<file path="config.mk">
export PLATFORM = sky130hd
export DESIGN_NAME = weighted_clock_correction
export DESIGN_NICKNAME = d
export VERILOG_FILES = /design/src/design/wcc_pkg.sv /design/src/design/weighted_clock_correction.sv
export SDC_FILE = /design/constraint.sdc
export NUM_CORES = 2
export LEC_CHECK = 0
export ABC_AREA = 1
export BUFFER_PORTS_ARGS = -buffer_cell sky130_fd_sc_hd__buf_2
export CAP_MARGIN = 20
export CORE_ASPECT_RATIO = 1.2
export CORE_MARGIN = 4
export CORE_UTILIZATION = 59
export DETAILED_ROUTE_END_ITERATION = 7
export PLACE_DENSITY = 0.79
export SLEW_MARGIN = 20
export SYNTH_ARGS = -nofsm -noshare
export SYNTH_HDL_FRONTEND = slang
export SYNTH_SLANG_ARGS = --single-unit
</file>
<file path="constraint.sdc">
create_clock -name i_clk -period 11.43 [get_ports i_clk]
set_clock_uncertainty 0.1 [all_clocks]
set_input_delay 1.143 -clock i_clk [delete_from_list [all_inputs] [get_ports i_clk]]
set_output_delay 1.143 -clock i_clk [all_outputs]
set_load 0.02 [all_outputs]
</file>
<file path="src/design/wcc_pkg.sv">
`default_nettype none

package wcc_pkg;

    // Time and arithmetic widths.
    localparam int TIME_WIDTH = 48;
    localparam int WEIGHT_W   = 16;
    localparam int TOTAL_W    = WEIGHT_W + 1;
    localparam int PROD_W     = TIME_WIDTH + WEIGHT_W;
    localparam int SUM_W      = PROD_W + 1;
    localparam int REM_W      = TOTAL_W + 1;
    localparam int CNT_W      = $clog2(SUM_W + 1);
    localparam int PERIOD_W   = 32;
    localparam int DIFF_W     = 33;
    localparam int OUTCOME_W  = 3;
    localparam int CFG_ADDR_W = 2;
    localparam int CFG_DATA_W = 32;

    // Packed stream widths, rounded up to whole bytes.
    localparam int IN_DATA_W  = ((2 * TIME_WIDTH + 7) / 8) * 8;
    localparam int OUT_BITS   = TIME_WIDTH + DIFF_W + OUTCOME_W;
    localparam int OUT_DATA_W = ((OUT_BITS + 7) / 8) * 8;

    // Register reset values.
    localparam logic [WEIGHT_W-1:0] WEIGHT_RESET = WEIGHT_W'(1);
    localparam logic [PERIOD_W-1:0] PERIOD_RESET = PERIOD_W'(900000);
    localparam logic [PERIOD_W-1:0] MAXCORR_RESET = PERIOD_W'(900000);

    // Configuration register indexes.
    localparam logic [CFG_ADDR_W-1:0] REG_MISSION_WEIGHT = 2'd0;
    localparam logic [CFG_ADDR_W-1:0] REG_RTC_WEIGHT     = 2'd1;
    localparam logic [CFG_ADDR_W-1:0] REG_PERIOD         = 2'd2;
    localparam logic [CFG_ADDR_W-1:0] REG_MAX_CORR       = 2'd3;

    // Outcome codes.
    localparam logic [OUTCOME_W-1:0] OUT_NOT_DUE     = 3'd0;
    localparam logic [OUTCOME_W-1:0] OUT_RTC_INVALID = 3'd1;
    localparam logic [OUTCOME_W-1:0] OUT_CORRECTED   = 3'd2;
    localparam logic [OUTCOME_W-1:0] OUT_ZERO_DELTA  = 3'd3;
    localparam logic [OUTCOME_W-1:0] OUT_TOO_LARGE   = 3'd4;

    // Sequencer states.
    typedef enum logic [2:0] {
        S_IDLE,
        S_CHECK,
        S_MUL_M,
        S_MUL_R,
        S_ADD,
        S_DIV,
        S_FIN,
        S_DONE
    } t_state;

endpackage

`default_nettype wire

</file>
<file path="src/design/weighted_clock_correction.sv">
`default_nettype none
// Items that are not due, have an invalid RTC, a zero delta or a zero total weight go from
// S_CHECK straight to S_DONE; the others pass S_MUL_M, S_MUL_R, S_ADD, S_DIV and S_FIN.
// S_DIV is the 65-step restoring divider. One item at a time: the next word is taken only
// once the core is back in S_IDLE, so a stalled output holds the input as well.
// The result waits in an output register; the core only stalls while the last word waits.
// Reset (i_rst_n low, synchronous) restores the register defaults and clears the sync pair.

module weighted_clock_correction
    import wcc_pkg::*;
(
    input  wire                     i_clk,
    input  wire                     i_rst_n,
    // Configuration write port.
    input  wire                     i_cfg_we,
    input  wire [CFG_ADDR_W-1:0]    i_cfg_addr,
    input  wire [CFG_DATA_W-1:0]    i_cfg_data,
    // Input stream.
    input  wire                     i_s_axis_tvalid,
    output logic                    o_s_axis_tready,
    input  wire [IN_DATA_W-1:0]     i_s_axis_tdata,  // mission_time_ms, rtc_time_ms
    input  wire                     i_s_axis_tuser,  // rtc_valid
    // Output stream.
    output logic                    o_m_axis_tvalid,
    input  wire                     i_m_axis_tready,
    output logic [OUT_DATA_W-1:0]   o_m_axis_tdata   // new_time_ms, time_difference_ms,
                                                     // outcome, zero fill
);

    // Configuration registers.
    logic [WEIGHT_W-1:0] r_mission_weight;
    logic [WEIGHT_W-1:0] r_rtc_weight;
    logic [PERIOD_W-1:0] r_period;
    logic [PERIOD_W-1:0] r_max_corr;

    // Sync state.
    logic [TIME_WIDTH-1:0] r_last_mission, n_last_mission;
    logic [TIME_WIDTH-1:0] r_last_rtc, n_last_rtc;

    // Sequencer and working registers.
    t_state r_state, n_state;
    logic [TIME_WIDTH-1:0] r_mission, n_mission;
    logic [TIME_WIDTH-1:0] r_rtc, n_rtc;
    logic                  r_valid, n_valid;
    logic [TIME_WIDTH-1:0] r_dmcu, n_dmcu;
    logic [TIME_WIDTH-1:0] r_drtc, n_drtc;
    logic [TOTAL_W-1:0]    r_total, n_total;
    logic [PROD_W-1:0]     r_prod, n_prod;
    logic [SUM_W-1:0]      r_acc, n_acc;
    logic [REM_W-1:0]      r_rem, n_rem;
    logic [CNT_W-1:0]      r_cnt, n_cnt;
    logic [TIME_WIDTH-1:0] r_new_time, n_new_time;
    logic [DIFF_W-1:0]     r_diff, n_diff;
    logic [OUTCOME_W-1:0]  r_outcome, n_outcome;

    // Output register.
    logic                  r_out_valid, n_out_valid;
    logic [OUT_DATA_W-1:0] r_out_data, n_out_data;

    // Shared multiplier operands and datapath nets.
    logic [TIME_WIDTH-1:0] mul_a;
    logic [WEIGHT_W-1:0]   mul_w;
    logic [PROD_W-1:0]     mul_p;
    logic [TIME_WIDTH:0]   since_sync;
    logic                  due;
    logic [REM_W-1:0]      trial;
    logic                  trial_ge;
    logic [TIME_WIDTH:0]   corr;
    logic [TIME_WIDTH:0]   corr_diff;
    logic [TIME_WIDTH:0]   corr_mag;
    logic                  out_free;

    assign o_s_axis_tready = (r_state == S_IDLE);
    assign o_m_axis_tvalid = r_out_valid;
    assign o_m_axis_tdata  = r_out_data;
    assign out_free        = !r_out_valid || i_m_axis_tready;

    // One multiplier serves both weighted deltas.
    assign mul_a = (r_state == S_MUL_M) ? r_dmcu : r_drtc;
    assign mul_w = (r_state == S_MUL_M) ? r_mission_weight : r_rtc_weight;
    assign mul_p = mul_a * mul_w;

    // Due test against the last sync.
    assign since_sync = {1'b0, r_mission} - {1'b0, r_last_mission};
    assign due = !since_sync[TIME_WIDTH] &&
                 (since_sync[TIME_WIDTH-1:0] >= {{(TIME_WIDTH-PERIOD_W){1'b0}}, r_period});

    // Restoring divider step: bring down the top dividend bit.
    assign trial    = {r_rem[REM_W-2:0], r_acc[SUM_W-1]};
    assign trial_ge = (trial >= {1'b0, r_total});

    // Corrected time and its distance to the mission time.
    assign corr      = {1'b0, r_last_mission} + {1'b0, r_acc[TIME_WIDTH-1:0]};
    assign corr_diff = corr - {1'b0, r_mission};
    assign corr_mag  = (corr > {1'b0, r_mission}) ? corr_diff : ({1'b0, r_mission} - corr);

    // Next state.
    always_comb begin
        n_state = r_state;
        case (r_state)
            S_IDLE: begin
                if (i_s_axis_tvalid) n_state = S_CHECK;
            end
            S_CHECK: begin
                if (!due || !r_valid) begin
                    n_state = S_DONE;
                end else if (!(r_rtc > r_last_rtc) ||
                             ({1'b0, r_mission_weight} + {1'b0, r_rtc_weight}) == '0) begin
                    n_state = S_DONE;
                end else begin
                    n_state = S_MUL_M;
                end
            end
            S_MUL_M: n_state = S_MUL_R;
            S_MUL_R: n_state = S_ADD;
            S_ADD:   n_state = S_DIV;
            S_DIV: begin
                if (r_cnt == CNT_W'(SUM_W - 1)) n_state = S_FIN;
            end
            S_FIN:   n_state = S_DONE;
            S_DONE: begin
                if (out_free) n_state = S_IDLE;
            end
            default: n_state = S_IDLE;
        endcase
    end

    // Datapath updates for each state.
    always_comb begin
        n_mission      = r_mission;
        n_rtc          = r_rtc;
        n_valid        = r_valid;
        n_dmcu         = r_dmcu;
        n_drtc         = r_drtc;
        n_total        = r_total;
        n_prod         = r_prod;
        n_acc          = r_acc;
        n_rem          = r_rem;
        n_cnt          = r_cnt;
        n_new_time     = r_new_time;
        n_diff         = r_diff;
        n_outcome      = r_outcome;
        n_last_mission = r_last_mission;
        n_last_rtc     = r_last_rtc;
        n_out_valid    = r_out_valid && !i_m_axis_tready;
        n_out_data     = r_out_data;
        case (r_state)
            S_IDLE: begin
                if (i_s_axis_tvalid) begin
                    n_mission = i_s_axis_tdata[TIME_WIDTH-1:0];
                    n_rtc     = i_s_axis_tdata[2*TIME_WIDTH-1:TIME_WIDTH];
                    n_valid   = i_s_axis_tuser;
                end
            end
            S_CHECK: begin
                n_new_time = r_mission;
                n_diff     = '0;
                n_dmcu     = since_sync[TIME_WIDTH-1:0];
                n_drtc     = (r_rtc > r_last_rtc) ? (r_rtc - r_last_rtc) : '0;
                n_total    = {1'b0, r_mission_weight} + {1'b0, r_rtc_weight};
                if (!due) begin
                    n_outcome = OUT_NOT_DUE;
                end else if (!r_valid) begin
                    n_outcome = OUT_RTC_INVALID;
                end else if (!(r_rtc > r_last_rtc) ||
                             ({1'b0, r_mission_weight} + {1'b0, r_rtc_weight}) == '0) begin
                    // Zero RTC delta or zero total weight: resync, time unchanged.
                    n_outcome      = OUT_ZERO_DELTA;
                    n_last_mission = r_mission;
                    n_last_rtc     = r_rtc;
                end
            end
            S_MUL_M: begin
                n_prod = mul_p;
            end
            S_MUL_R: begin
                n_acc  = {1'b0, r_prod};
                n_prod = mul_p;
            end
            S_ADD: begin
                n_acc = r_acc + {1'b0, r_prod};
                n_rem = '0;
                n_cnt = '0;
            end
            S_DIV: begin
                // Quotient bits shift in from the bottom as the dividend leaves the top.
                n_acc = {r_acc[SUM_W-2:0], trial_ge};
                n_rem = trial_ge ? (trial - {1'b0, r_total}) : trial;
                n_cnt = r_cnt + CNT_W'(1);
            end
            S_FIN: begin
                if (!corr[TIME_WIDTH] &&
                    corr_mag < {{(TIME_WIDTH+1-PERIOD_W){1'b0}}, r_max_corr}) begin
                    n_new_time = corr[TIME_WIDTH-1:0];
                    n_diff     = corr_diff[DIFF_W-1:0];
                    n_outcome  = OUT_CORRECTED;
                end else begin
                    n_outcome  = OUT_TOO_LARGE;
                end
                n_last_mission = (!corr[TIME_WIDTH] &&
                    corr_mag < {{(TIME_WIDTH+1-PERIOD_W){1'b0}}, r_max_corr}) ?
                    corr[TIME_WIDTH-1:0] : r_mission;
                n_last_rtc = r_rtc;
            end
            S_DONE: begin
                if (out_free) begin
                    n_out_valid = 1'b1;
                    n_out_data  = {{(OUT_DATA_W-OUT_BITS){1'b0}}, r_outcome, r_diff,
                                   r_new_time};
                end
            end
            default: ;
        endcase
    end

    // Configuration registers.
    always_ff @(posedge i_clk) begin
        if (!i_rst_n) begin
            r_mission_weight <= WEIGHT_RESET;
            r_rtc_weight     <= WEIGHT_RESET;
            r_period         <= PERIOD_RESET;
            r_max_corr       <= MAXCORR_RESET;
        end else if (i_cfg_we) begin
            case (i_cfg_addr)
                REG_MISSION_WEIGHT: r_mission_weight <= i_cfg_data[WEIGHT_W-1:0];
                REG_RTC_WEIGHT:     r_rtc_weight     <= i_cfg_data[WEIGHT_W-1:0];
                REG_PERIOD:         r_period         <= i_cfg_data[PERIOD_W-1:0];
                REG_MAX_CORR:       r_max_corr       <= i_cfg_data[PERIOD_W-1:0];
                default: ;
            endcase
        end
    end

    // Control and sync state.
    always_ff @(posedge i_clk) begin
        if (!i_rst_n) begin
            r_state        <= S_IDLE;
            r_out_valid    <= 1'b0;
            r_last_mission <= '0;
            r_last_rtc     <= '0;
        end else begin
            r_state        <= n_state;
            r_out_valid    <= n_out_valid;
            r_last_mission <= n_last_mission;
            r_last_rtc     <= n_last_rtc;
        end
    end

    // Working registers.
    always_ff @(posedge i_clk) begin
        r_mission  <= n_mission;
        r_rtc      <= n_rtc;
        r_valid    <= n_valid;
        r_dmcu     <= n_dmcu;
        r_drtc     <= n_drtc;
        r_total    <= n_total;
        r_prod     <= n_prod;
        r_acc      <= n_acc;
        r_rem      <= n_rem;
        r_cnt      <= n_cnt;
        r_new_time <= n_new_time;
        r_diff     <= n_diff;
        r_outcome  <= n_outcome;
        r_out_data <= n_out_data;
    end

endmodule

`default_nettype wire

</file>
---- After elaboration in Yosys (flattened, before gate mapping) ----
Cells that the tools add are included.
word-level totals
  register bits ........................... 727
  input port bits ......................... 136
  output and inout bits ................... 90
  word-level logic and storage cells ...... 119
cells by class
  add/subtract/negate cells ............... 9
  multipliers ............................. 1
  order comparisons ....................... 5
  equal/unequal tests ..................... 19
  muxes and demuxes ....................... 33
  reduce and logical (&&, ||, !) cells .... 30
operators by type and width
  cell                                          count
  two-way mux 48 bit                            9
  case mux 48 bit (2 select lines)              3
  case mux 65 bit (3 select lines)              1
  case mux 33 bit (2 select lines)              1
  adder 65 x 64 -> 65 bit                       1
  multiplier 48 x 16 -> 64 bit                  1
  adder 48 x 48 -> 49 bit                       1
  > comparator 49 x 48 -> 1 bit                 1
  < comparator 49 x 32 -> 1 bit                 1
  two-way mux 49 bit                            1
  subtractor 48 x 48 -> 49 bit                  1
  subtractor 48 x 49 -> 49 bit                  1
  subtractor 49 x 48 -> 49 bit                  1
  greater-or-equal comparator 48 x 32 -> 1 bit  1
  > comparator 48 bit                           1
  subtractor 48 bit                             1
  case mux 17 bit (2 select lines)              1
  two-way mux 33 bit                            1
  two-way mux 3 bit                             9
  case mux 3 bit (8 select lines)               1
  greater-or-equal comparator 18 x 17 -> 1 bit  1
  adder 16 x 16 -> 17 bit                       1
  logical NOT 17 bit                            1
  two-way mux 17 bit                            1
  25 further kinds                              55

---- Depth between registers and ports, before layout ----
  depth in word-level cells ............... 7
  depth in mapped cells ................... 62
  gate-level depth less buffers ........... 58

---- Worst setup path before layout ----
Ideal clock, no wire load.
  path kind ............................... flip-flop to flip-flop
  from .................................... register r_state[0]
  to ...................................... register r_diff[0], enable pin
  library setup time ...................... 0.441 ns
  arrival ................................. 10.730 ns
  required time ........................... 10.889 ns
  slack ................................... 0.158 ns
  stages on the path, launching flop included .. 6
  buffers on the path ..................... 1
  clock period less this slack ............ 11.272 ns
  cells stage by stage .................... dfxtp_1 > clkbuf_1 > inv_1 > nor3_1 > inv_1 > nand2_1
on the way
  word-level cells in the longest chain between the ends .. 3
  elaborated cells between the ends (all ways) .. 5
  classes of those cells .................. eq/ne: 3; reduce/logical: 2
RTL lines
  item                                                                        line                              text
  start, declared                                                             weighted_clock_correction.sv:41   t_state r_state, n_state;
  start signal, assigned                                                      weighted_clock_correction.sv:242  r_state <= n_state;
  equality test 3 bit / equality test 3 x 1 -> 1 bit (equally long branches)  weighted_clock_correction.sv:147  case (r_state)
  != test 2 bit (no line) / nonzero test 2 bit (equally long branches)        -
  AND reduction 2 bit (no line) (*)                                           -
  end signal, assigned                                                        weighted_clock_correction.sv:262  r_diff <= n_diff;
  end, declared                                                               weighted_clock_correction.sv:53   logic [DIFF_W-1:0] r_diff, n_diff;
Mark *: on every way between the ends. The rest lies on a longest branch, timed or not.
A chain may end at the register's enable or synchronous reset.

---- Final worst setup path ----
  from .................................... register r_acc[4]
  to ...................................... register r_diff[9], enable pin
on the way
  word-level cells in the longest chain between the ends .. 7
  elaborated cells between the ends (all ways) .. 10
  classes of those cells .................. add/sub: 3; order compare: 2; eq/ne: 1; mux: 1; reduce/logical: 3
RTL lines
  item                                                  line                              text
  start, declared                                       weighted_clock_correction.sv:49   logic [SUM_W-1:0] r_acc, n_acc;
  start signal, assigned                                weighted_clock_correction.sv:258  r_acc <= n_acc;
  adder 48 x 48 -> 49 bit (*)                           weighted_clock_correction.sv:93   assign corr = {1'b0, r_last_mission} + {1'b0, r_acc[TIME_WIDTH-1:0]};
  subtractor 48 x 49 -> 49 bit (tied with other cells)  weighted_clock_correction.sv:95   assign corr_mag = (corr > {1'b0, r_mission}) ? corr_diff : ({1'b0, r_mission} - corr);
  two-way mux 49 bit                                    weighted_clock_correction.sv:95
  < comparator 49 x 32 -> 1 bit                         weighted_clock_correction.sv:193  corr_mag < {{(TIME_WIDTH+1-PERIOD_W){1'b0}}, r_max_corr}) begin
  logical AND 1 bit (*)                                 weighted_clock_correction.sv:192  if (!corr[TIME_WIDTH] &&
  != test 2 bit (no line) (*)                           -
  AND reduction 2 bit (no line) (*)                     -
Marked as above.

==> results list <==
- The flow ran to the end, but the final reports show violations.
- Failing checks: DRC
- Num ports: around 230
* Gr ovfl total: 0
- Syn_area_per_cell: ~7.7 um2
* CP Launch Point: r_acc[4]
- Hold repair after CTS inserted 0 buffers.
- TritonCTS clock tree: built
- Final critical path time including I/O delays and setup: just under 10 ns
- Fin crit share: 86.8%
- Synthesized instance count: 9546
- The wire-length estimate of the detail-placed layout is around 230 mm.
* Rows: 141
- Max clock buf depth: 3
* Wire length on met3: roughly 35 mm
- The root buffer cell chosen for the clock tree is sky130_fd_sc_hd__clkbuf_16.
- Number of distinct library cells after synthesis: 60
- In the final routing, the length of wire on met1 measures 105 mm.
- The startpoint identified for the worst hold timing path is r_diff[21].
- The post-route netlist has ~5.7% of its cells at a drive strength greater than 1.
* Starting DRC count in detailed routing: 8636
- Area of the core: between 0.1 and 0.15 mm2
* Worst setup path class: reg2reg
* Worst reg-to-reg path cell count: 52
* DRC: 6
* Routed vias: just under 70000
* Max cap viols: 0
- The worst register-to-register path ends at r_diff[9].
- Quantity of I/O buffers inserted on ports: approximately 220
- Crit-path max cell delay: 0.88 ns
* Worst-case register-to-register setup slack: roughly 1.5 ns
- After detailed placement, the total cell area comes to between 0.07 and 0.08 mm2.
* Primary FF master, synth: sky130_fd_sc_hd__edfxtp_1
- Proportion of synthesized chip area in sequential cells: 27.1%
* Layout-stage area growth over the synthesis result: 7.88%
- Fillcell total: 10600
- Clk Latency, worst-skew pair: between 0.7 and 0.8 ns
* Die Y-Extent: between 300 and 400 um
- Average wire per cell in the routed design: 25.2 um
- DR pass1 iterations: 8
* Share of flip-flops with an asynchronous set or reset after synthesis: 0%
- Global routing used between 40% and 50% of the available tracks across all layers.
- Using the TritonRoute via totals, the vias-per-cell ratio works out to between 6 and 7.
- Setup violators final: 0
- The mapped netlist covers 0.0734 mm2.
* Length of routed met2 wiring: about 120 mm
- Clock slew at reported path FFs: around 0.070 ns
- Routability-driven placement finished with a final weighted congestion of approximately 1.1.
- The synthesized design contains 727 register bits.
* Worst hold-check path type: reg2reg
- In this run, CTS created clock tree buffers numbering between 70 and 80.
- The initial utilization of the core area, before any placement, comes to around three fifths.
- In this run the horizontal extent of the chip is around 330 um.
- The initial antenna violation count is 14.
- Number of H-tree levels: 3
- For this run, the post-layout net count is about 11000.
- STA classifies the critical path endpoint as a register.
* Max Transition Viols Final: 0
- Post-detailed-routing wire length: around 290 mm
- End of the worst hold path: o_m_axis_tdata[69]
* Post-Route Setup TNS: 0 ns
- Routed signal wires occupy layers up through met5.
- CP dominant cell by count: sky130_fd_sc_hd__nand2_1
- For the worst setup path, the data arrival time is 10.16 ns.
- Yosys warning total: 0
* Sort of element at the start of the critical path: register
* Clock net sink count: approximately 730
- Setup repair after global routing left no endpoint under its margin.
* Vias in the first global route: ~68000
* Post-CTS setup buffer count: 0
* Highest Clock Rate: between 100 and 150 MHz
- Pin count of the biggest net entering global routing: just over 100
* Slew at the pin with the worst max-slew slack: around 1.3 ns
- The count of nets left with antenna violations once routing finished came out at 0.
- The slowest stage of the critical path belongs to the cell sky130_fd_sc_hd__xor2_1.
- Post-route cell area: between 0.07 and 0.08 mm2
* Pre-CTS setup slack: roughly 1.9 ns
- Count of cells along the worst hold path: 0
- Hold Violations, Final: 0
- RR Startpoint: r_acc[4]
- For this run, the share of the core covered by cells in the final layout is ~64%.
- Maximum net fanout on the critical path: 81
* Number of flops mapped to enable cells by yosys: ~530
- Die footprint: roughly 0.13 mm2
- Setup WS post-layout: roughly 1.5 ns
- Gates resized during post-CTS repair numbered 0.
- The first global-routing pass estimated between 400 and 500 mm of wire.
- STA puts the critical path data required time at roughly 12 ns.
- Max_slew headroom: between 10% and 20%
worst max-delay path: cells and delay by family, from the launching register on:
kind	cells	cell delay (ns)
AND/OR/NAND/NOR	34	3.73
AO/OA/AOI/OAI	9	1.91
adder cells (fa/ha/maj)	3	1.16
buffers and inverters	5	1.10
XOR/XNOR	1	0.88
flip-flops	1	0.43
metal layers:
metal	GRT usage [%]	vias to the layer above
met5	0	-
met4	27.1	6
met3	12.5	1064
met2	65.5	4345
met1	54.9	32800
li1	-	30600
logic make-up (layout without fill, tap and decap cells):
logic type | after synthesis | in the layout | synth area share, %
and+or+nand+nor | 3554 | 3554 | 19.4
buffers and inverters | 2065 | 2228 | 10.7
AOI/OAI and AO/OA | 1762 | 1762 | 13.0
adders and majority gates | 1188 | 1188 | 26.9
DFF | 727 | 727 | 27.1
xor gates and xnor gates | 248 | 248 | 2.96
other | 1 | 10 | 0.00511
muxes | 1 | 1 | 0.0136
cell usage in the layout (no fill, tap or decap), drive strengths merged, types with 3 or more instances in the layout:
| master | Yosys | routed |
|---|---|---|
| conb | 1 | 4 |
| fa | 650 | 650 |
| a21o | 24 | 24 |
| and3 | 4 | 4 |
| clkinv | 1 | 35 |
| nand3 | 287 | 287 |
| a221oi | 16 | 16 |
| or2 | 12 | 12 |
| o21ai | 665 | 665 |
| and2 | 5 | 5 |
| ha | 538 | 538 |
| nand4 | 96 | 96 |
| edfxtp | 531 | 531 |
| nor2 | 853 | 853 |
| bufinv | 0 | 11 |
| a21oi | 800 | 800 |
| clkbuf | 217 | 88 |
| xor2 | 161 | 161 |
| o22a | 3 | 3 |
| o21a | 33 | 33 |
| dfxtp | 196 | 196 |
| inv | 1772 | 1778 |
| xnor2 | 87 | 87 |
| a31oi | 75 | 75 |
| a211oi | 11 | 11 |
| o21bai | 49 | 49 |
| diode | 0 | 6 |
| clkinvlp | 0 | 5 |
| nand2 | 2223 | 2223 |
| nand3b | 6 | 6 |
| buf | 75 | 311 |
| nor4 | 21 | 21 |
| o211ai | 43 | 43 |
| nor3 | 45 | 45 |
| a21boi | 19 | 19 |
| o221ai | 8 | 8 |
cell usage after synthesis (19+ instances only):
cell,count,share of area [%]
sky130_fd_sc_hd__nand4_1,96,0.82
sky130_fd_sc_hd__nor2_2,24,0.20
sky130_fd_sc_hd__buf_1,19,0.097
sky130_fd_sc_hd__inv_1,1755,9.0
sky130_fd_sc_hd__edfxtp_1,531,22
sky130_fd_sc_hd__o21ai_0,646,4.4
sky130_fd_sc_hd__nand3_1,284,1.9
sky130_fd_sc_hd__a21oi_1,799,5.4
sky130_fd_sc_hd__dfxtp_1,196,5.3
sky130_fd_sc_hd__xnor2_1,87,1.0
sky130_fd_sc_hd__o21a_1,33,0.34
sky130_fd_sc_hd__a21o_1,24,0.25
sky130_fd_sc_hd__o211ai_1,43,0.44
sky130_fd_sc_hd__o21bai_1,49,0.50
sky130_fd_sc_hd__nand2_1,2217,11
sky130_fd_sc_hd__clkbuf_1,210,1.1
sky130_fd_sc_hd__nor2_1,828,4.2
sky130_fd_sc_hd__fa_1,650,18
sky130_fd_sc_hd__ha_1,538,9.2
sky130_fd_sc_hd__nor3_1,44,0.30
sky130_fd_sc_hd__xor2_1,161,1.9
sky130_fd_sc_hd__a31oi_1,75,0.64
sky130_fd_sc_hd__nor4_1,21,0.18
sky130_fd_sc_hd__buf_2,46,0.31
state kept, by name, summed over array words and instances (netlist names), 3 cells and up:
name,cells
r_drtc,48
r_state,3
o_m_axis_tdata,84
r_new_time,48
r_prod,64
r_dmcu,48
r_outcome,3
r_period,32
r_diff,33
r_rtc_weight,16
r_max_corr,32
r_last_rtc,48
r_total,17
r_acc,65
r_mission,48
r_rem,17
r_rtc,48
r_last_mission,48
r_mission_weight,16
r_cnt,7
per-stage QoR:
step	hold slack (ns)	std cells
final	0.313	11400
after global placement	0.301	11200
after CTS	0.312	11400
after detailed placement	0.305	11200
after global routing	0.323	11400
after floorplan	0.300	9549
how the worst max path moves through the flow:
stage	end	slack, ns
after detailed placement	r_diff[12]	1.88
after global placement	r_prod[62]	2.00
final	r_diff[9]	1.51
after global routing	r_last_mission[45]	0.97
after CTS	r_diff[5]	1.86
after floorplan	r_diff[0]	0.16
area by class of cell:
cell class	instances	area (um2)	share of cell area, %
Tap cell	1644	2060	2.60
Inverter	1773	6660	8.40
Antenna cell	6	15.0	0.0190
Timing Repair Buffer	311	1820	2.29
Clock buffer	88	2030	2.56
Multi-Input combinational cell	6757	46000	58.1
Clock inverter	56	754	0.953
Sequential cell	727	19900	25.1
Power is left out: the tool's default activity adds up to more than one toggle a clock period on the data nets, which glitch-free logic cannot reach.
